<file path="src/hw/rtl/assert_macros.svh">
// assertion helpers shared by the rtl files
// each macro expands to a concurrent assertion in simulation and to nothing in synthesis
`ifndef ASSERT_MACROS_SVH
`define ASSERT_MACROS_SVH

`ifndef SYNTHESIS
// property must hold at every clock edge outside reset
`define TCCE_ASSERT(label, clk, rst_n, prop) \
    label: assert property (@(posedge clk) disable iff (!rst_n) (prop)) \
        else $error("tcce assertion failed");
// condition must never be true outside reset
`define TCCE_ASSERT_NEVER(label, clk, rst_n, cond) \
    label: assert property (@(posedge clk) disable iff (!rst_n) !(cond)) \
        else $error("tcce forbidden condition seen");
`else
`define TCCE_ASSERT(label, clk, rst_n, prop)
`define TCCE_ASSERT_NEVER(label, clk, rst_n, cond)
`endif

`endif

</file>
<file path="src/hw/rtl/tcce_pkg.sv">
`timescale 1ns / 1ps
// ----------------------------------------------------------------------------
// tcce_pkg
// Types, constants and helpers shared by the text console cursor engine.
// ----------------------------------------------------------------------------
package tcce_pkg;

    // sizes
    localparam int COORD_BITS   = 12;
    localparam int SUM_BITS     = COORD_BITS + 1;
    localparam int STACK_DEPTH  = 256;
    localparam int STACK_AW     = $clog2(STACK_DEPTH);
    localparam int CNT_BITS     = $clog2(STACK_DEPTH + 1);
    localparam int CODE_BITS    = 21;
    localparam int DIM_BITS     = 8;
    localparam int ADV_BITS     = DIM_BITS + 2;
    localparam int AMT_BITS     = DIM_BITS + 3;
    localparam int DIV_CNT_BITS = $clog2(COORD_BITS + 1);
    localparam int PADDR_BITS   = 5;
    localparam int PDATA_BITS   = 32;

    localparam logic [COORD_BITS-1:0] COORD_MAX = '1;

    // control characters
    localparam logic [CODE_BITS-1:0] CHAR_NUL = 21'h00;
    localparam logic [CODE_BITS-1:0] CHAR_BS  = 21'h08;
    localparam logic [CODE_BITS-1:0] CHAR_TAB = 21'h09;
    localparam logic [CODE_BITS-1:0] CHAR_LF  = 21'h0A;
    localparam logic [CODE_BITS-1:0] CHAR_CR  = 21'h0D;

    // register reset values
    localparam logic [COORD_BITS-1:0] RST_WIN_MIN_X   = 12'd48;
    localparam logic [COORD_BITS-1:0] RST_WIN_MIN_Y   = 12'd48;
    localparam logic [COORD_BITS-1:0] RST_WIN_MAX_X   = 12'd592;
    localparam logic [COORD_BITS-1:0] RST_WIN_MAX_Y   = 12'd432;
    localparam logic [DIM_BITS-1:0]   RST_LINE_HEIGHT = 8'd16;
    localparam logic [DIM_BITS-1:0]   RST_SPACE_WIDTH = 8'd8;

    typedef enum logic [1:0] {
        KIND_SCROLL = 2'd0,
        KIND_CLEAR  = 2'd1,
        KIND_DRAW   = 2'd2
    } kind_t;

    typedef enum logic [2:0] {
        REG_WIN_MIN_X   = 3'd0,
        REG_WIN_MIN_Y   = 3'd1,
        REG_WIN_MAX_X   = 3'd2,
        REG_WIN_MAX_Y   = 3'd3,
        REG_LINE_HEIGHT = 3'd4,
        REG_SPACE_WIDTH = 3'd5
    } reg_idx_t;

    typedef enum logic [2:0] {
        OP_NUL,
        OP_LF,
        OP_CR,
        OP_TAB,
        OP_BS,
        OP_GLYPH
    } op_t;

    typedef enum logic [3:0] {
        ST_IDLE,
        ST_DECODE,
        ST_NL_SCROLL,
        ST_NL_STEP,
        ST_TAB_DIV,
        ST_TAB_WAIT,
        ST_PUSH,
        ST_EMIT,
        ST_BS_EMIT
    } state_t;

    typedef logic [SUM_BITS-1:0] sum_t;

    typedef struct packed {
        logic [CODE_BITS-1:0] char_code;
        logic [DIM_BITS-1:0]  glyph_width;
    } in_word_t;

    typedef struct packed {
        kind_t                 kind;
        logic [COORD_BITS-1:0] rect_x0;
        logic [COORD_BITS-1:0] rect_y0;
        logic [COORD_BITS-1:0] rect_x1;
        logic [COORD_BITS-1:0] rect_y1;
        logic [AMT_BITS-1:0]   scroll_amount;
        logic [CODE_BITS-1:0]  glyph_code;
        logic                  last;
    } out_word_t;

    typedef struct packed {
        logic [COORD_BITS-1:0] win_min_x;
        logic [COORD_BITS-1:0] win_min_y;
        logic [COORD_BITS-1:0] win_max_x;
        logic [COORD_BITS-1:0] win_max_y;
        logic [DIM_BITS-1:0]   line_height;
        logic [DIM_BITS-1:0]   space_width;
    } cfg_t;

    // saturate a one-bit-grown sum back into coordinate range
    function automatic logic [COORD_BITS-1:0] sat_coord(input sum_t v);
        return v[COORD_BITS] ? COORD_MAX : v[COORD_BITS-1:0];
    endfunction

endpackage

</file>
<file path="src/hw/rtl/tcce_div.sv">
`timescale 1ns / 1ps
// ----------------------------------------------------------------------------
// tcce_div
// Restoring divider, one quotient bit per cycle, for the tab column.
// ----------------------------------------------------------------------------
`include "assert_macros.svh"

module tcce_div (
    input  logic                                clk,
    input  logic                                rst_n,
    input  logic                                start,
    input  logic [tcce_pkg::COORD_BITS-1:0]     dividend,
    input  logic [tcce_pkg::DIM_BITS-1:0]       divisor,
    output logic                                busy,
    output logic                                done,
    output logic [tcce_pkg::COORD_BITS-1:0]     quotient
);

    logic                                   busy_reg, busy_next;
    logic                                   done_reg, done_next;
    logic [tcce_pkg::DIV_CNT_BITS-1:0]      cnt_reg, cnt_next;
    logic [tcce_pkg::DIM_BITS-1:0]          rem_reg, rem_next;
    logic [tcce_pkg::DIM_BITS-1:0]          dvs_reg, dvs_next;
    logic [tcce_pkg::COORD_BITS-1:0]        quo_reg, quo_next;
    logic [tcce_pkg::DIM_BITS:0]            trial;
    logic                                   fits;

    // one shift-subtract step
    always_comb
    begin
        trial = {rem_reg, quo_reg[tcce_pkg::COORD_BITS-1]};
        fits  = (trial >= {1'b0, dvs_reg});
    end

    // iteration control
    always_comb
    begin
        busy_next = busy_reg;
        done_next = 1'b0;
        cnt_next  = cnt_reg;
        rem_next  = rem_reg;
        dvs_next  = dvs_reg;
        quo_next  = quo_reg;
        if (start)
        begin
            busy_next = 1'b1;
            cnt_next  = tcce_pkg::DIV_CNT_BITS'(tcce_pkg::COORD_BITS);
            rem_next  = '0;
            dvs_next  = divisor;
            quo_next  = dividend;
        end
        else if (busy_reg)
        begin
            rem_next = fits ? tcce_pkg::DIM_BITS'(trial - {1'b0, dvs_reg})
                            : trial[tcce_pkg::DIM_BITS-1:0];
            quo_next = {quo_reg[tcce_pkg::COORD_BITS-2:0], fits};
            cnt_next = cnt_reg - 1'b1;
            if (cnt_reg == tcce_pkg::DIV_CNT_BITS'(1))
            begin
                busy_next = 1'b0;
                done_next = 1'b1;
            end
        end
    end

    always_ff @(posedge clk or negedge rst_n)
    begin
        if (!rst_n)
        begin
            busy_reg <= 1'b0;
            done_reg <= 1'b0;
            cnt_reg  <= '0;
        end
        else
        begin
            busy_reg <= busy_next;
            done_reg <= done_next;
            cnt_reg  <= cnt_next;
        end
    end

    // datapath
    always_ff @(posedge clk)
    begin
        rem_reg <= rem_next;
        dvs_reg <= dvs_next;
        quo_reg <= quo_next;
    end

    assign busy     = busy_reg;
    assign done     = done_reg;
    assign quotient = quo_reg;

    `TCCE_ASSERT(a_div_start_idle, clk, rst_n, start |-> !busy_reg)
    `TCCE_ASSERT(a_div_start_runs, clk, rst_n, start |=> busy_reg)
    `TCCE_ASSERT_NEVER(a_div_cnt_live, clk, rst_n,
                       busy_reg && (cnt_reg == tcce_pkg::DIV_CNT_BITS'(0)))

endmodule

</file>
<file path="src/hw/rtl/tcce_ctrl.sv">
`timescale 1ns / 1ps
// ----------------------------------------------------------------------------
// tcce_ctrl
// Cursor sequencer: decodes a character, walks newline, tab and backspace
// steps, keeps the back stack and hands drawing words to the output stage.
// ----------------------------------------------------------------------------
`include "assert_macros.svh"

module tcce_ctrl (
    input  logic                    clk,
    input  logic                    rst_n,
    input  tcce_pkg::cfg_t          cfg,
    input  logic                    in_valid,
    output logic                    in_stall,
    input  tcce_pkg::in_word_t      in_word,
    output logic                    emit_valid,
    input  logic                    emit_ready,
    output tcce_pkg::out_word_t     emit_word
);

    tcce_pkg::state_t                   state_reg, state_next;
    tcce_pkg::op_t                      op_reg, op_next, op_in;
    logic [tcce_pkg::CODE_BITS-1:0]     code_reg, code_next;
    logic [tcce_pkg::DIM_BITS-1:0]      gw_reg, gw_next;
    logic [tcce_pkg::COORD_BITS-1:0]    x_reg, x_next;
    logic [tcce_pkg::COORD_BITS-1:0]    y_reg, y_next;
    logic [tcce_pkg::CNT_BITS-1:0]      cnt_reg, cnt_next;
    logic [tcce_pkg::ADV_BITS-1:0]      adv_reg, adv_next;

    // back stack
    logic [tcce_pkg::COORD_BITS-1:0]    stack_mem [tcce_pkg::STACK_DEPTH];
    logic [tcce_pkg::COORD_BITS-1:0]    stk_rdata_reg;
    logic                               stk_we, stk_re;
    logic [tcce_pkg::CNT_BITS-1:0]      cnt_dec;

    // divider
    logic                               div_start, div_busy, div_done;
    logic [tcce_pkg::COORD_BITS-1:0]    div_quo;
    logic [tcce_pkg::COORD_BITS-1:0]    tab_off;

    // arithmetic helpers
    logic [tcce_pkg::DIM_BITS-1:0]      sp_w;
    logic [tcce_pkg::ADV_BITS-1:0]      sp_w4, tab_adv;
    logic [tcce_pkg::AMT_BITS-1:0]      scroll_amt;
    tcce_pkg::sum_t                     tab_sum, gl_sum, y_down, y_up, x_adv;
    logic                               tab_wrap, gl_wrap, scroll_need;

    // character class of an incoming word
    always_comb
    begin
        if (in_word.char_code == tcce_pkg::CHAR_NUL)
            op_in = tcce_pkg::OP_NUL;
        else if (in_word.char_code == tcce_pkg::CHAR_LF)
            op_in = tcce_pkg::OP_LF;
        else if (in_word.char_code == tcce_pkg::CHAR_CR)
            op_in = tcce_pkg::OP_CR;
        else if (in_word.char_code == tcce_pkg::CHAR_TAB)
            op_in = tcce_pkg::OP_TAB;
        else if (in_word.char_code == tcce_pkg::CHAR_BS)
            op_in = tcce_pkg::OP_BS;
        else
            op_in = tcce_pkg::OP_GLYPH;
    end

    // window and tab arithmetic
    always_comb
    begin
        sp_w        = (cfg.space_width == '0) ? tcce_pkg::DIM_BITS'(1) : cfg.space_width;
        sp_w4       = {sp_w, 2'b00};
        scroll_amt  = {cfg.line_height, 3'b000};
        tab_sum     = tcce_pkg::sum_t'(x_reg) + tcce_pkg::sum_t'(sp_w4);
        gl_sum      = tcce_pkg::sum_t'(x_reg) + tcce_pkg::sum_t'(gw_reg);
        tab_wrap    = (tab_sum >= tcce_pkg::sum_t'(cfg.win_max_x));
        gl_wrap     = (gl_sum >= tcce_pkg::sum_t'(cfg.win_max_x));
        y_down      = tcce_pkg::sum_t'(y_reg) + tcce_pkg::sum_t'(cfg.line_height);
        scroll_need = (y_down >= tcce_pkg::sum_t'(cfg.win_max_y));
        y_up        = tcce_pkg::sum_t'(y_reg) - tcce_pkg::sum_t'(scroll_amt);
        x_adv       = tcce_pkg::sum_t'(x_reg) + tcce_pkg::sum_t'(adv_reg);
        tab_off     = (x_reg >= cfg.win_min_x) ? (x_reg - cfg.win_min_x) : '0;
        cnt_dec     = cnt_reg - 1'b1;
        // distance to next stop: (4 - column mod 4) space widths
        case (div_quo[1:0])
            2'd0:    tab_adv = sp_w4;
            2'd1:    tab_adv = {1'b0, sp_w, 1'b0} + tcce_pkg::ADV_BITS'(sp_w);
            2'd2:    tab_adv = {1'b0, sp_w, 1'b0};
            default: tab_adv = tcce_pkg::ADV_BITS'(sp_w);
        endcase
    end

    // next state
    always_comb
    begin
        state_next = state_reg;
        unique case (state_reg)
            tcce_pkg::ST_IDLE:
                if (in_valid)
                    state_next = tcce_pkg::ST_DECODE;
            tcce_pkg::ST_DECODE:
                unique case (op_reg)
                    tcce_pkg::OP_LF:
                        state_next = tcce_pkg::ST_NL_SCROLL;
                    tcce_pkg::OP_TAB:
                        state_next = tab_wrap ? tcce_pkg::ST_NL_SCROLL : tcce_pkg::ST_TAB_DIV;
                    tcce_pkg::OP_BS:
                        state_next = (cnt_reg == '0) ? tcce_pkg::ST_IDLE : tcce_pkg::ST_BS_EMIT;
                    tcce_pkg::OP_GLYPH:
                        state_next = gl_wrap ? tcce_pkg::ST_NL_SCROLL : tcce_pkg::ST_PUSH;
                    default:
                        state_next = tcce_pkg::ST_IDLE;
                endcase
            tcce_pkg::ST_NL_SCROLL:
                if (!scroll_need || emit_ready)
                    state_next = tcce_pkg::ST_NL_STEP;
            tcce_pkg::ST_NL_STEP:
                unique case (op_reg)
                    tcce_pkg::OP_LF:  state_next = tcce_pkg::ST_IDLE;
                    tcce_pkg::OP_TAB: state_next = tcce_pkg::ST_TAB_DIV;
                    default:          state_next = tcce_pkg::ST_PUSH;
                endcase
            tcce_pkg::ST_TAB_DIV:
                state_next = tcce_pkg::ST_TAB_WAIT;
            tcce_pkg::ST_TAB_WAIT:
                if (div_done)
                    state_next = tcce_pkg::ST_PUSH;
            tcce_pkg::ST_PUSH:
                state_next = tcce_pkg::ST_EMIT;
            tcce_pkg::ST_EMIT,
            tcce_pkg::ST_BS_EMIT:
                if (emit_ready)
                    state_next = tcce_pkg::ST_IDLE;
            default:
                state_next = tcce_pkg::ST_IDLE;
        endcase
    end

    // datapath and outputs per state
    always_comb
    begin
        op_next    = op_reg;
        code_next  = code_reg;
        gw_next    = gw_reg;
        x_next     = x_reg;
        y_next     = y_reg;
        cnt_next   = cnt_reg;
        adv_next   = adv_reg;
        stk_we     = 1'b0;
        stk_re     = 1'b0;
        div_start  = 1'b0;
        emit_valid = 1'b0;
        emit_word  = '0;
        unique case (state_reg)
            tcce_pkg::ST_IDLE:
                if (in_valid)
                begin
                    op_next   = op_in;
                    code_next = in_word.char_code;
                    gw_next   = in_word.glyph_width;
                    // a full stack forgets everything
                    if (cnt_reg == tcce_pkg::CNT_BITS'(tcce_pkg::STACK_DEPTH))
                        cnt_next = '0;
                end
            tcce_pkg::ST_DECODE:
                unique case (op_reg)
                    tcce_pkg::OP_CR:
                    begin
                        cnt_next = '0;
                        x_next   = cfg.win_min_x;
                    end
                    tcce_pkg::OP_BS:
                        if (cnt_reg != '0)
                        begin
                            cnt_next = cnt_dec;
                            stk_re   = 1'b1;
                        end
                    tcce_pkg::OP_GLYPH:
                        adv_next = tcce_pkg::ADV_BITS'(gw_reg);
                    default:
                        ;
                endcase
            tcce_pkg::ST_NL_SCROLL:
                if (scroll_need)
                begin
                    emit_valid              = 1'b1;
                    emit_word.kind          = tcce_pkg::KIND_SCROLL;
                    emit_word.rect_x0       = cfg.win_min_x;
                    emit_word.rect_y0       = cfg.win_min_y;
                    emit_word.rect_x1       = cfg.win_max_x;
                    emit_word.rect_y1       = cfg.win_max_y;
                    emit_word.scroll_amount = scroll_amt;
                    emit_word.last          = (op_reg == tcce_pkg::OP_LF);
                    // scrolling past the top clamps at zero
                    if (emit_ready)
                        y_next = y_up[tcce_pkg::COORD_BITS] ? '0
                                 : y_up[tcce_pkg::COORD_BITS-1:0];
                end
            tcce_pkg::ST_NL_STEP:
            begin
                y_next   = tcce_pkg::sat_coord(y_down);
                cnt_next = '0;
                x_next   = cfg.win_min_x;
            end
            tcce_pkg::ST_TAB_DIV:
                div_start = 1'b1;
            tcce_pkg::ST_TAB_WAIT:
                if (div_done)
                    adv_next = tab_adv;
            tcce_pkg::ST_PUSH:
            begin
                stk_we   = 1'b1;
                cnt_next = cnt_reg + 1'b1;
            end
            tcce_pkg::ST_EMIT:
            begin
                emit_valid        = 1'b1;
                emit_word.kind    = (op_reg == tcce_pkg::OP_TAB) ? tcce_pkg::KIND_CLEAR
                                                                 : tcce_pkg::KIND_DRAW;
                emit_word.rect_x0 = x_reg;
                emit_word.rect_y0 = y_reg;
                emit_word.rect_x1 = tcce_pkg::sat_coord(x_adv);
                emit_word.rect_y1 = tcce_pkg::sat_coord(y_down);
                emit_word.glyph_code = (op_reg == tcce_pkg::OP_GLYPH) ? code_reg : '0;
                emit_word.last    = 1'b1;
                if (emit_ready)
                    x_next = tcce_pkg::sat_coord(x_adv);
            end
            tcce_pkg::ST_BS_EMIT:
            begin
                emit_valid        = 1'b1;
                emit_word.kind    = tcce_pkg::KIND_CLEAR;
                emit_word.rect_x0 = stk_rdata_reg;
                emit_word.rect_y0 = y_reg;
                emit_word.rect_x1 = x_reg;
                emit_word.rect_y1 = tcce_pkg::sat_coord(y_down);
                emit_word.last    = 1'b1;
                if (emit_ready)
                    x_next = stk_rdata_reg;
            end
            default:
                ;
        endcase
    end

    assign in_stall = (state_reg != tcce_pkg::ST_IDLE);

    // control state
    always_ff @(posedge clk or negedge rst_n)
    begin
        if (!rst_n)
        begin
            state_reg <= tcce_pkg::ST_IDLE;
            op_reg    <= tcce_pkg::OP_NUL;
            x_reg     <= tcce_pkg::RST_WIN_MIN_X;
            y_reg     <= tcce_pkg::RST_WIN_MIN_Y;
            cnt_reg   <= '0;
        end
        else
        begin
            state_reg <= state_next;
            op_reg    <= op_next;
            x_reg     <= x_next;
            y_reg     <= y_next;
            cnt_reg   <= cnt_next;
        end
    end

    // payload holding registers
    always_ff @(posedge clk)
    begin
        code_reg <= code_next;
        gw_reg   <= gw_next;
        adv_reg  <= adv_next;
    end

    // back stack memory, registered read
    always_ff @(posedge clk)
    begin
        if (stk_we)
            stack_mem[cnt_reg[tcce_pkg::STACK_AW-1:0]] <= x_reg;
        if (stk_re)
            stk_rdata_reg <= stack_mem[cnt_dec[tcce_pkg::STACK_AW-1:0]];
    end

    // tab column divider
    tcce_div u_div (
        .clk      (clk),
        .rst_n    (rst_n),
        .start    (div_start),
        .dividend (tab_off),
        .divisor  (sp_w),
        .busy     (div_busy),
        .done     (div_done),
        .quotient (div_quo)
    );

    `TCCE_ASSERT(a_cnt_bound, clk, rst_n,
                 cnt_reg <= tcce_pkg::CNT_BITS'(tcce_pkg::STACK_DEPTH))
    `TCCE_ASSERT(a_last_ends_item, clk, rst_n,
                 (emit_valid && emit_ready && emit_word.last)
                 |=> (state_reg == tcce_pkg::ST_IDLE || state_reg == tcce_pkg::ST_NL_STEP))
    `TCCE_ASSERT(a_tab_wait_div, clk, rst_n,
                 (state_reg == tcce_pkg::ST_TAB_WAIT) |-> (div_busy || div_done))

endmodule

</file>
<file path="src/hw/rtl/text_console_cursor_engine_top.sv">
`timescale 1ns / 1ps
// ----------------------------------------------------------------------------
// text_console_cursor_engine_top
// Text console cursor engine: character words in, drawing command words out.
// ----------------------------------------------------------------------------
// Usage:
//   in channel  : in_valid / in_stall / in_word (char_code, glyph_width).
//                 in_stall stays high while a character is being worked on.
//   out channel : out_valid / out_stall / out_word. Each character gives zero,
//                 one or two words; the final one carries last.
//   apb port    : window edges, line height and space width at 4*index;
//                 write only while the engine is idle.
//   Sequencing: a wrap adds the newline steps (scroll, then step). A tab also
//   runs the bit-serial column divider, one bit a cycle over the 12-bit column
//   offset, to find its distance to the next tab stop.
//   Output register: a finished word sits in the out register; the sequencer
//   waits while out_stall holds it, and resumes as soon as it is taken.
//   Reset: registers return to their reset values, cursor to the window's top
//   left corner, back stack empty. No clearing pass is needed.
// ----------------------------------------------------------------------------
`include "assert_macros.svh"

module text_console_cursor_engine_top (
    input  logic                                clk,
    input  logic                                rst_n,
    // apb configuration
    input  logic                                psel,
    input  logic                                penable,
    input  logic                                pwrite,
    input  logic [tcce_pkg::PADDR_BITS-1:0]     paddr,
    input  logic [tcce_pkg::PDATA_BITS-1:0]     pwdata,
    output logic [tcce_pkg::PDATA_BITS-1:0]     prdata,
    output logic                                pready,
    // character words
    input  logic                                in_valid,
    output logic                                in_stall,
    input  tcce_pkg::in_word_t                  in_word,
    // drawing command words
    output logic                                out_valid,
    input  logic                                out_stall,
    output tcce_pkg::out_word_t                 out_word
);

    tcce_pkg::cfg_t             cfg_reg, cfg_next;
    tcce_pkg::reg_idx_t         reg_idx;
    logic                       cfg_wr;
    logic                       emit_valid, emit_ready;
    tcce_pkg::out_word_t        emit_word;
    logic                       out_valid_reg, out_valid_next;
    tcce_pkg::out_word_t        out_word_reg, out_word_next;

    // register decode
    assign reg_idx = tcce_pkg::reg_idx_t'(paddr[tcce_pkg::PADDR_BITS-1:2]);
    assign cfg_wr  = psel && penable && pwrite;
    assign pready  = 1'b1;

    // register write
    always_comb
    begin
        cfg_next = cfg_reg;
        if (cfg_wr)
        begin
            unique case (reg_idx)
                tcce_pkg::REG_WIN_MIN_X:
                    cfg_next.win_min_x = pwdata[tcce_pkg::COORD_BITS-1:0];
                tcce_pkg::REG_WIN_MIN_Y:
                    cfg_next.win_min_y = pwdata[tcce_pkg::COORD_BITS-1:0];
                tcce_pkg::REG_WIN_MAX_X:
                    cfg_next.win_max_x = pwdata[tcce_pkg::COORD_BITS-1:0];
                tcce_pkg::REG_WIN_MAX_Y:
                    cfg_next.win_max_y = pwdata[tcce_pkg::COORD_BITS-1:0];
                tcce_pkg::REG_LINE_HEIGHT:
                    cfg_next.line_height = pwdata[tcce_pkg::DIM_BITS-1:0];
                tcce_pkg::REG_SPACE_WIDTH:
                    cfg_next.space_width = pwdata[tcce_pkg::DIM_BITS-1:0];
                default:
                    ;
            endcase
        end
    end

    // register read
    always_comb
    begin
        unique case (reg_idx)
            tcce_pkg::REG_WIN_MIN_X:
                prdata = tcce_pkg::PDATA_BITS'(cfg_reg.win_min_x);
            tcce_pkg::REG_WIN_MIN_Y:
                prdata = tcce_pkg::PDATA_BITS'(cfg_reg.win_min_y);
            tcce_pkg::REG_WIN_MAX_X:
                prdata = tcce_pkg::PDATA_BITS'(cfg_reg.win_max_x);
            tcce_pkg::REG_WIN_MAX_Y:
                prdata = tcce_pkg::PDATA_BITS'(cfg_reg.win_max_y);
            tcce_pkg::REG_LINE_HEIGHT:
                prdata = tcce_pkg::PDATA_BITS'(cfg_reg.line_height);
            tcce_pkg::REG_SPACE_WIDTH:
                prdata = tcce_pkg::PDATA_BITS'(cfg_reg.space_width);
            default:
                prdata = '0;
        endcase
    end

    always_ff @(posedge clk or negedge rst_n)
    begin
        if (!rst_n)
        begin
            cfg_reg.win_min_x   <= tcce_pkg::RST_WIN_MIN_X;
            cfg_reg.win_min_y   <= tcce_pkg::RST_WIN_MIN_Y;
            cfg_reg.win_max_x   <= tcce_pkg::RST_WIN_MAX_X;
            cfg_reg.win_max_y   <= tcce_pkg::RST_WIN_MAX_Y;
            cfg_reg.line_height <= tcce_pkg::RST_LINE_HEIGHT;
            cfg_reg.space_width <= tcce_pkg::RST_SPACE_WIDTH;
        end
        else
        begin
            cfg_reg <= cfg_next;
        end
    end

    // cursor sequencer
    tcce_ctrl u_ctrl (
        .clk        (clk),
        .rst_n      (rst_n),
        .cfg        (cfg_reg),
        .in_valid   (in_valid),
        .in_stall   (in_stall),
        .in_word    (in_word),
        .emit_valid (emit_valid),
        .emit_ready (emit_ready),
        .emit_word  (emit_word)
    );

    // output register
    assign emit_ready = !out_valid_reg || !out_stall;

    always_comb
    begin
        out_valid_next = out_valid_reg;
        out_word_next  = out_word_reg;
        if (emit_valid && emit_ready)
        begin
            out_valid_next = 1'b1;
            out_word_next  = emit_word;
        end
        else if (out_valid_reg && !out_stall)
        begin
            out_valid_next = 1'b0;
        end
    end

    always_ff @(posedge clk or negedge rst_n)
    begin
        if (!rst_n)
            out_valid_reg <= 1'b0;
        else
            out_valid_reg <= out_valid_next;
    end

    always_ff @(posedge clk)
    begin
        out_word_reg <= out_word_next;
    end

    assign out_valid = out_valid_reg;
    assign out_word  = out_word_reg;

    `TCCE_ASSERT(a_held_word_blocks, clk, rst_n,
                 (out_valid_reg && out_stall) |-> !emit_ready)
    `TCCE_ASSERT(a_emit_loads, clk, rst_n,
                 (emit_valid && emit_ready) |=> out_valid_reg)
    `TCCE_ASSERT_NEVER(a_no_accept_busy, clk, rst_n,
                       in_valid && !in_stall && emit_valid)

endmodule
</file>
<file path="config.mk">
export PLATFORM = sky130hd
export DESIGN_NAME = text_console_cursor_engine_top
export DESIGN_NICKNAME = d
export VERILOG_FILES = /design/src/hw/rtl/tcce_pkg.sv /design/src/hw/rtl/tcce_div.sv /design/src/hw/rtl/tcce_ctrl.sv /design/src/hw/rtl/text_console_cursor_engine_top.sv
export VERILOG_INCLUDE_DIRS = /design/src /design/src/hw/rtl
export SDC_FILE = /design/constraint.sdc
export NUM_CORES = 2
export LEC_CHECK = 0
export BUFFER_PORTS_ARGS = -buffer_cell sky130_fd_sc_hd__buf_2
export CORE_MARGIN = 2
export CORE_UTILIZATION = 30
export DETAILED_ROUTE_END_ITERATION = 8
export GPL_ROUTABILITY_DRIVEN = 1
export SLEW_MARGIN = 20
export SYNTH_ARGS = -nofsm -noshare
export SYNTH_HDL_FRONTEND = slang
export SYNTH_SLANG_ARGS = --single-unit
</file>
<file path="constraint.sdc">
create_clock -name clk -period 9.1 [get_ports clk]
set_input_delay 0.455 -clock clk [delete_from_list [all_inputs] [get_ports clk]]
set_output_delay 0.455 -clock clk [all_outputs]
set_load 0.005 [all_outputs]
</file>
## Word-level counts from Yosys, hierarchy flattened

Memory sizes are Yosys's and may differ from the RTL's. A register that Yosys moved wholly into a read port is not among the register bits.
Index checks and enable logic that the tools add are counted.

- Bits in registers: 261
- Latch bits: 0
- Memory bits (writable): 3,072
- ROM bits: 0
- Bits of input ports: 73
- Output and inout bits: 118
- Memories kept: 1

Memory list:

| name | words | width | read ports | clocked after Yosys merged registers in | write ports | line | RTL |
|---|---|---|---|---|---|---|---|
| u_ctrl.stack_mem | 256 | 12 | 1 | 1 | 1 | tcce_ctrl.sv:31 | `logic [tcce_pkg::COORD_BITS-1:0] stack_mem [tcce_pkg::STACK_DEPTH];` |

- Add/subtract/negate cells: 11
- Multiply operators: 0
- Div/mod/pow operators: 0
- Magnitude comparators: 5
- Eq/ne operators: 39
- Shifts and indexed selects: 0
- Muxes and demuxes: 64
- Bitwise operators: 0
- Reduce and logical (&&, ||, !) cells: 38

Operators with widths:

| cell | number |
|---|---|
| 50-bit one-hot mux with 3 select lines | 1 |
| 12-bit 2-to-1 mux | 11 |
| 21-bit by 4-bit == test with 1-bit output (second input constant) | 4 |
| 12-bit one-hot mux with 6 select lines | 1 |
| 59-bit 2-to-1 mux | 1 |
| 12-bit one-hot mux with 4 select lines | 1 |
| 13-bit by 12-bit greater-or-equal comparator with 1-bit output | 3 |
| 9-bit one-hot mux with 4 select lines | 1 |
| 4-bit one-hot mux with 8 select lines | 1 |
| 10-bit one-hot mux with 3 select lines | 1 |
| 4-bit 2-to-1 mux | 7 |
| 9-bit 2-to-1 mux | 3 |
| 12-bit by 10-bit adder with 13-bit output | 2 |
| 12-bit by 8-bit adder with 13-bit output | 2 |
| 12-bit one-hot mux with 2 select lines | 1 |
| 21-bit logical NOT | 1 |
| 10-bit 2-to-1 mux | 2 |
| 10-bit one-hot mux with 2 select lines | 1 |
| 1-bit 2-to-1 mux | 18 |
| 3-bit 2-to-1 mux | 6 |
| 9-bit one-hot mux with 2 select lines | 1 |
| 2-bit AND reduction | 9 |
| 4-bit by 3-bit == test with 1-bit output (second input constant) | 4 |
| 8-bit 2-to-1 mux | 2 |
| other kinds (40) | 73 |

## Logic depth before layout (Yosys ltp)

- Depth after elaboration: 7
- Gate-level depth with buffers: 23
- Mapped depth without buffers: 21

## Modules after synthesis

Synthesis repeated with hierarchy kept, for this count alone.

- Cell total of the unflattened synthesis: 6,314
- Area total of the unflattened synthesis: 134,058.6 um2

Modules (own cells, without submodules):

| module | instances | cells an instance | area each (um2) | seq. area each (um2) |
|---|---|---|---|---|
| tcce_ctrl | 1 | 5,843 | 126,516.3 | 94,785.9 |
| text_console_cursor_engine_top | 1 | 315 | 5,743.0 | 4,135.2 |
| tcce_div | 1 | 156 | 1,799.2 | 910.9 |

## Least setup slack after synthesis

OpenSTA, ideal clock, no wires.

- Kind: register to register
- Start point: register cfg_reg[8] (netlist name)
- End point: register out_word_reg, in the netlist out_word[0], enable pin
- Arrival: 7.014 ns
- Required time: 8.581 ns
- Setup slack: 1.567 ns
- Cell stages (with the launch flop): 17
- Cell sequence: dfrtp_1 -> ha_1 -> fa_1 -> a211o_1 -> o211ai_1 -> a21oi_1 -> nor2_1 -> nor2_1 -> xor2_1 -> ha_1 -> nand2_1 -> or3_1 -> a311oi_1 -> buf_2 -> buf_2 -> nor2_1 -> nor2_1

- Cells in the longest elaborated chain, start to end: 5

RTL lines:

| what | line | RTL |
|---|---|---|
| from (decl) | text_console_cursor_engine_top.sv:44 | `tcce_pkg::cfg_t cfg_reg, cfg_next;` |
| from (signal assigned) | text_console_cursor_engine_top.sv:116 | `cfg_reg <= cfg_next;` |
| 12-bit by 8-bit adder with 13-bit output | tcce_ctrl.sv:75 | `y_down = tcce_pkg::sum_t'(y_reg) + tcce_pkg::sum_t'(cfg.line_height);` |
| 13-bit by 12-bit greater-or-equal comparator with 1-bit output | tcce_ctrl.sv:76 | `scroll_need = (y_down >= tcce_pkg::sum_t'(cfg.win_max_y));` |
| 1-bit 2-to-1 mux | tcce_ctrl.sv:181 | `if (scroll_need)` |
| 1-bit one-hot mux with 2 select lines | tcce_ctrl.sv:151 | `unique case (state_reg)` |
| 1-bit logical AND | text_console_cursor_engine_top.sv:140 | `if (emit_valid && emit_ready)` |
| to (signal assigned) | text_console_cursor_engine_top.sv:161 | `out_word_reg <= out_word_next;` |
| to (decl) | text_console_cursor_engine_top.sv:50 | `tcce_pkg::out_word_t out_word_reg, out_word_next;` |

No other way between the ends.
A chain may end at the register's enable or synchronous reset.

## Final worst setup path

- Start point: register u_ctrl.cnt_reg[0] (netlist name)
- End point: register u_ctrl.stk_rdata_reg[5] (netlist name) (read register of u_ctrl.stack_mem) (data pin)

- Cells in the longest elaborated chain, start to end: 4
- Elaborated cells on any way between the ends: 5

RTL lines:

| what | line | RTL |
|---|---|---|
| from (decl) | tcce_ctrl.sv:27 | `logic [tcce_pkg::CNT_BITS-1:0] cnt_reg, cnt_next;` |
| from (signal assigned) | tcce_ctrl.sv:262 | `cnt_reg <= cnt_next;` |
| branches (longest 4 deep; another with 9-bit by 1-bit subtractor with 9-bit output) | -- |  |
| to (decl) | tcce_ctrl.sv:32 | `logic [tcce_pkg::COORD_BITS-1:0] stk_rdata_reg;` |

Parallel ways; which one is timed is not known.

==> results.json <==
{
  "vias_per_cell": 5.06,
  "start_kind": "flip-flop",
  "whs_ns": 0.0220,
  "dr.pass1.iters": 9,
  "cp_num_cells": 9,
  "r2r-end": "u_ctrl.stk_rdata_reg[5]",
  "ctsResizeCount": 0,
  "antenna_found_initial": 9,
  "grt_usage": 0.143,
  "r2r_start": "u_ctrl.cnt_reg[0]",
  "ys_warn_count": 0,
  "cp.arrival_ns": 6.62,
  "syn_to_final_growth_pct": 15.0,
  "reg2regPathDepth": 9,
  "total_power_mw": 31.3,
  "nFillCells": 40827,
  "grt_pass1_vias": 66300,
  "io_buffers": 144,
  "run_status": "finished clean",
  "synth.avg_cell_area_um2": 21.1,
  "hp-class": "input pin to async pin",
  "drtIter0Drc": 7084,
  "cts_made_buffers": 346,
  "finClkSkew_ns": 0.0407,
  "synth_cell_types": 83,
  "max_cap_viol_count": 0,
  "p_switching_mw": 6.41,
  "fmax_ghz": 0.167,
  "wl_per_cell_um": 25.7,
  "cts_tree": "done",
  "via_count": 65439,
  "cts.sinks": 3342,
  "yosysSeqAreaShare": 0.745,
  "slowest_delay_ns": 1.02,
  "critPathRequiredTime_ns": 9.72,
  "maxSlewHeadroom": 0.219,
  "dieArea_mm2": 0.452,
  "syn-cell-area_mm2": 0.134,
  "globalplace.congestion": 0.858,
  "fin_crit_sh": 0.659,
  "post-cts-setup-buffer-count": 0,
  "ys_async_sr_fraction": 0.0332,
  "dp_hpwl_um": 203000,
  "path_clk_slew_ns": 0.06,
  "cp-end-kind": "flip-flop",
  "synth-edff-count": 3223,
  "critPathSlowestCell": "dfrtp_4",
  "critical_path_class": "flip-flop to flip-flop",
  "fin_nets": 6927,
  "synth-seq-cells": 3342,
  "synthFlopType": "edfxtp_1",
  "crit_start": "u_ctrl.cnt_reg[0]",
  "worst_slew_pin_slew_ns": 1.17,
  "clk_latency_ns": 0.94,
  "layout-drive-gt1-share": 0.299,
  "peakVddDrop_v": 0.000164,
  "htree_levels": 5,
  "drc": 0,
  "fin_util": 0.346,
  "grt_setup_unrepaired": "false",
  "worstPathMaxFanout": 87,
  "drtAntennaViolNets": 0,
  "final_area_mm2": 0.154,
  "hold_buffers": 43,
  "critPathBufInv": 3,
  "coreArea_mm2": 0.445,
  "finalCriticalPeriod_ns": 6.00,
  "fin_setup_tns_ns": 0,
  "power.share.switching": 0.205,
  "powerDensity_mw_per_mm2": 203,
  "io_pins": 191,
  "setup_viol": 0,
  "grt_pass1_wl_um": 476000,
  "p_int_mw": 24.9,
  "combPwrFrac": 0.022,
  "initial_utilization": 0.301,
  "dpl-instance-area_mm2": 0.142,
  "rows": 245,
  "leakagePower_nw": 42.5,
  "power_frac_seq": 0.538,
  "clockBufferDepth": 4,
  "clkPwrFrac": 0.440,
  "dieHeight_um": 672,
  "finalHoldViolCount": 0,
  "wl_um": 332000,
  "largest_reg_flops": 3072,
  "maxSlewViolCount": 0,
  "die_w_um": 672,
  "synthCells": 6352,
  "r2r_slack_ns": 3.10,
  "path_cells": "buf_4, buf_12, buf_4, mux4_2, mux4_2, a22oi_1, nand2_1, a22oi_2, o221ai_2",
  "grt_start_max_net_pins": 216,
  "overflow": 0,
  "critical-path-top-delay-family": "buffers and inverters",
  "clockRootBuffer": "clkbuf_16"
}
## layer usage
layer	global-route usage	share of wire	vias up
met5	0	0	-
met4	0.0461	0.032	0
met3	0.0231	0.069	495
met2	0.237	0.49	2433
met1	0.191	0.41	35264
li1	-	-	27247
## metrics by stage
stage,worst slack (ns),instances
2_1_floorplan,1.57,6374
3_3_place_gp,3.11,12270
3_5_place_dp,3.11,12270
4_1_cts,3.08,12939
5_1_grt,2.77,12941
6_report,3.10,12941
## synthesized netlist by cell type (12+ instances only)
cell      number  area [µm²]
nand2_1      174         653
o21ai_0      113         566
buf_4         41         308
xor2_1        27         236
a222oi_1      12         120
o21bai_1      12        90.1
dfstp_2       17         447
buf_1         22        82.6
and2_1        34         213
mux4_2       968       21800
edfxtp_1    3223       96800
a21oi_1       89         445
nand4_1       17         106
dfrtp_1       94        2350
o221ai_1      16         140
a221oi_1      34         298
mux2_2        50         563
nor3_1        25         125
nand2b_1      15        93.8
a31oi_1       14        87.6
xnor2_1       43         377
a21o_1        16         120
buf_6         21         236
nand3_1       49         245
nor2_1       372        1400
inv_1        114         428
buf_2         92         460
nor2b_1       24         150
clkbuf_1     205         769
ha_1         113        1410
a22oi_1       70         526
a22o_1        41         359
## cell type report
class | instances | area (µm²) | share of cell area
Timing Repair Buffer | 394 | 2900 | 0.0188
Sequential cell | 3342 | 99800 | 0.648
Antenna cell | 1 | 2.50 | 0.0000162
Multi-Input combinational cell | 2536 | 32500 | 0.211
Inverter | 114 | 428 | 0.00278
Clock buffer | 439 | 9080 | 0.0590
Clock inverter | 187 | 1870 | 0.0121
Tap cell | 5928 | 7420 | 0.0482
## layout by cell type, fill, tap and decap left out, types with 42 or more instances in the layout
cell           count
clkbuf_16        349
xnor2_1           42
dlygate4sd3_1     43
dfrtp_1           83
a21oi_1           88
nor2_2           157
nor2_1           212
mux4_2           968
inv_1            114
clkbuf_1          89
nand2_1          173
buf_2            143
mux2_2            50
clkinv_2          54
o21ai_0          113
buf_4            192
clkinv_1          70
edfxtp_1        3223
ha_1             112
a22oi_1           70
## worst register-to-register path, stage by stage (launching register included)
cell and delay (ns):
dfrtp_4 1.02, buf_4 0.68, buf_12 0.64, buf_4 0.90, mux4_2 0.66, mux4_2 0.51, a22oi_1 0.42, nand2_1 0.15
a22oi_2 0.52, o221ai_2 0.20
## power by group through the flow
stage               Combinational, mW  Clock [mW]  Sequential, mW
floorplan                       0.498           0            17.1
global placement                0.667           0            17.1
detailed placement              0.663           0            17.1
CTS                             0.685        14.0            16.8
global route                    0.770        14.6            16.8
finish                          0.691        13.8            16.8
## worst max-delay path by stage
stage / slack [ns] / end
after global routing: 2.77 / u_ctrl.stk_rdata_reg[5]
after global placement: 3.11 / u_ctrl.stk_rdata_reg[5]
after detailed placement: 3.11 / u_ctrl.stk_rdata_reg[5]
final: 3.10 / u_ctrl.stk_rdata_reg[5]
after floorplan: 1.57 / out_word[0]
after CTS: 3.08 / u_ctrl.stk_rdata_reg[5]
## cell families after synthesis
| logic type | synth area share |
|---|---|
| buffers and inverters | 0.0171 |
| adder cells (fa/ha/maj) | 0.0116 |
| multiplexers | 0.168 |
| AND/OR/NAND/NOR | 0.0248 |
| other | 0.0000561 |
| XOR/XNOR | 0.00491 |
| AO/OA/AOI/OAI | 0.0287 |
| flip-flops | 0.745 |
(Power assumes the default switching activity.)
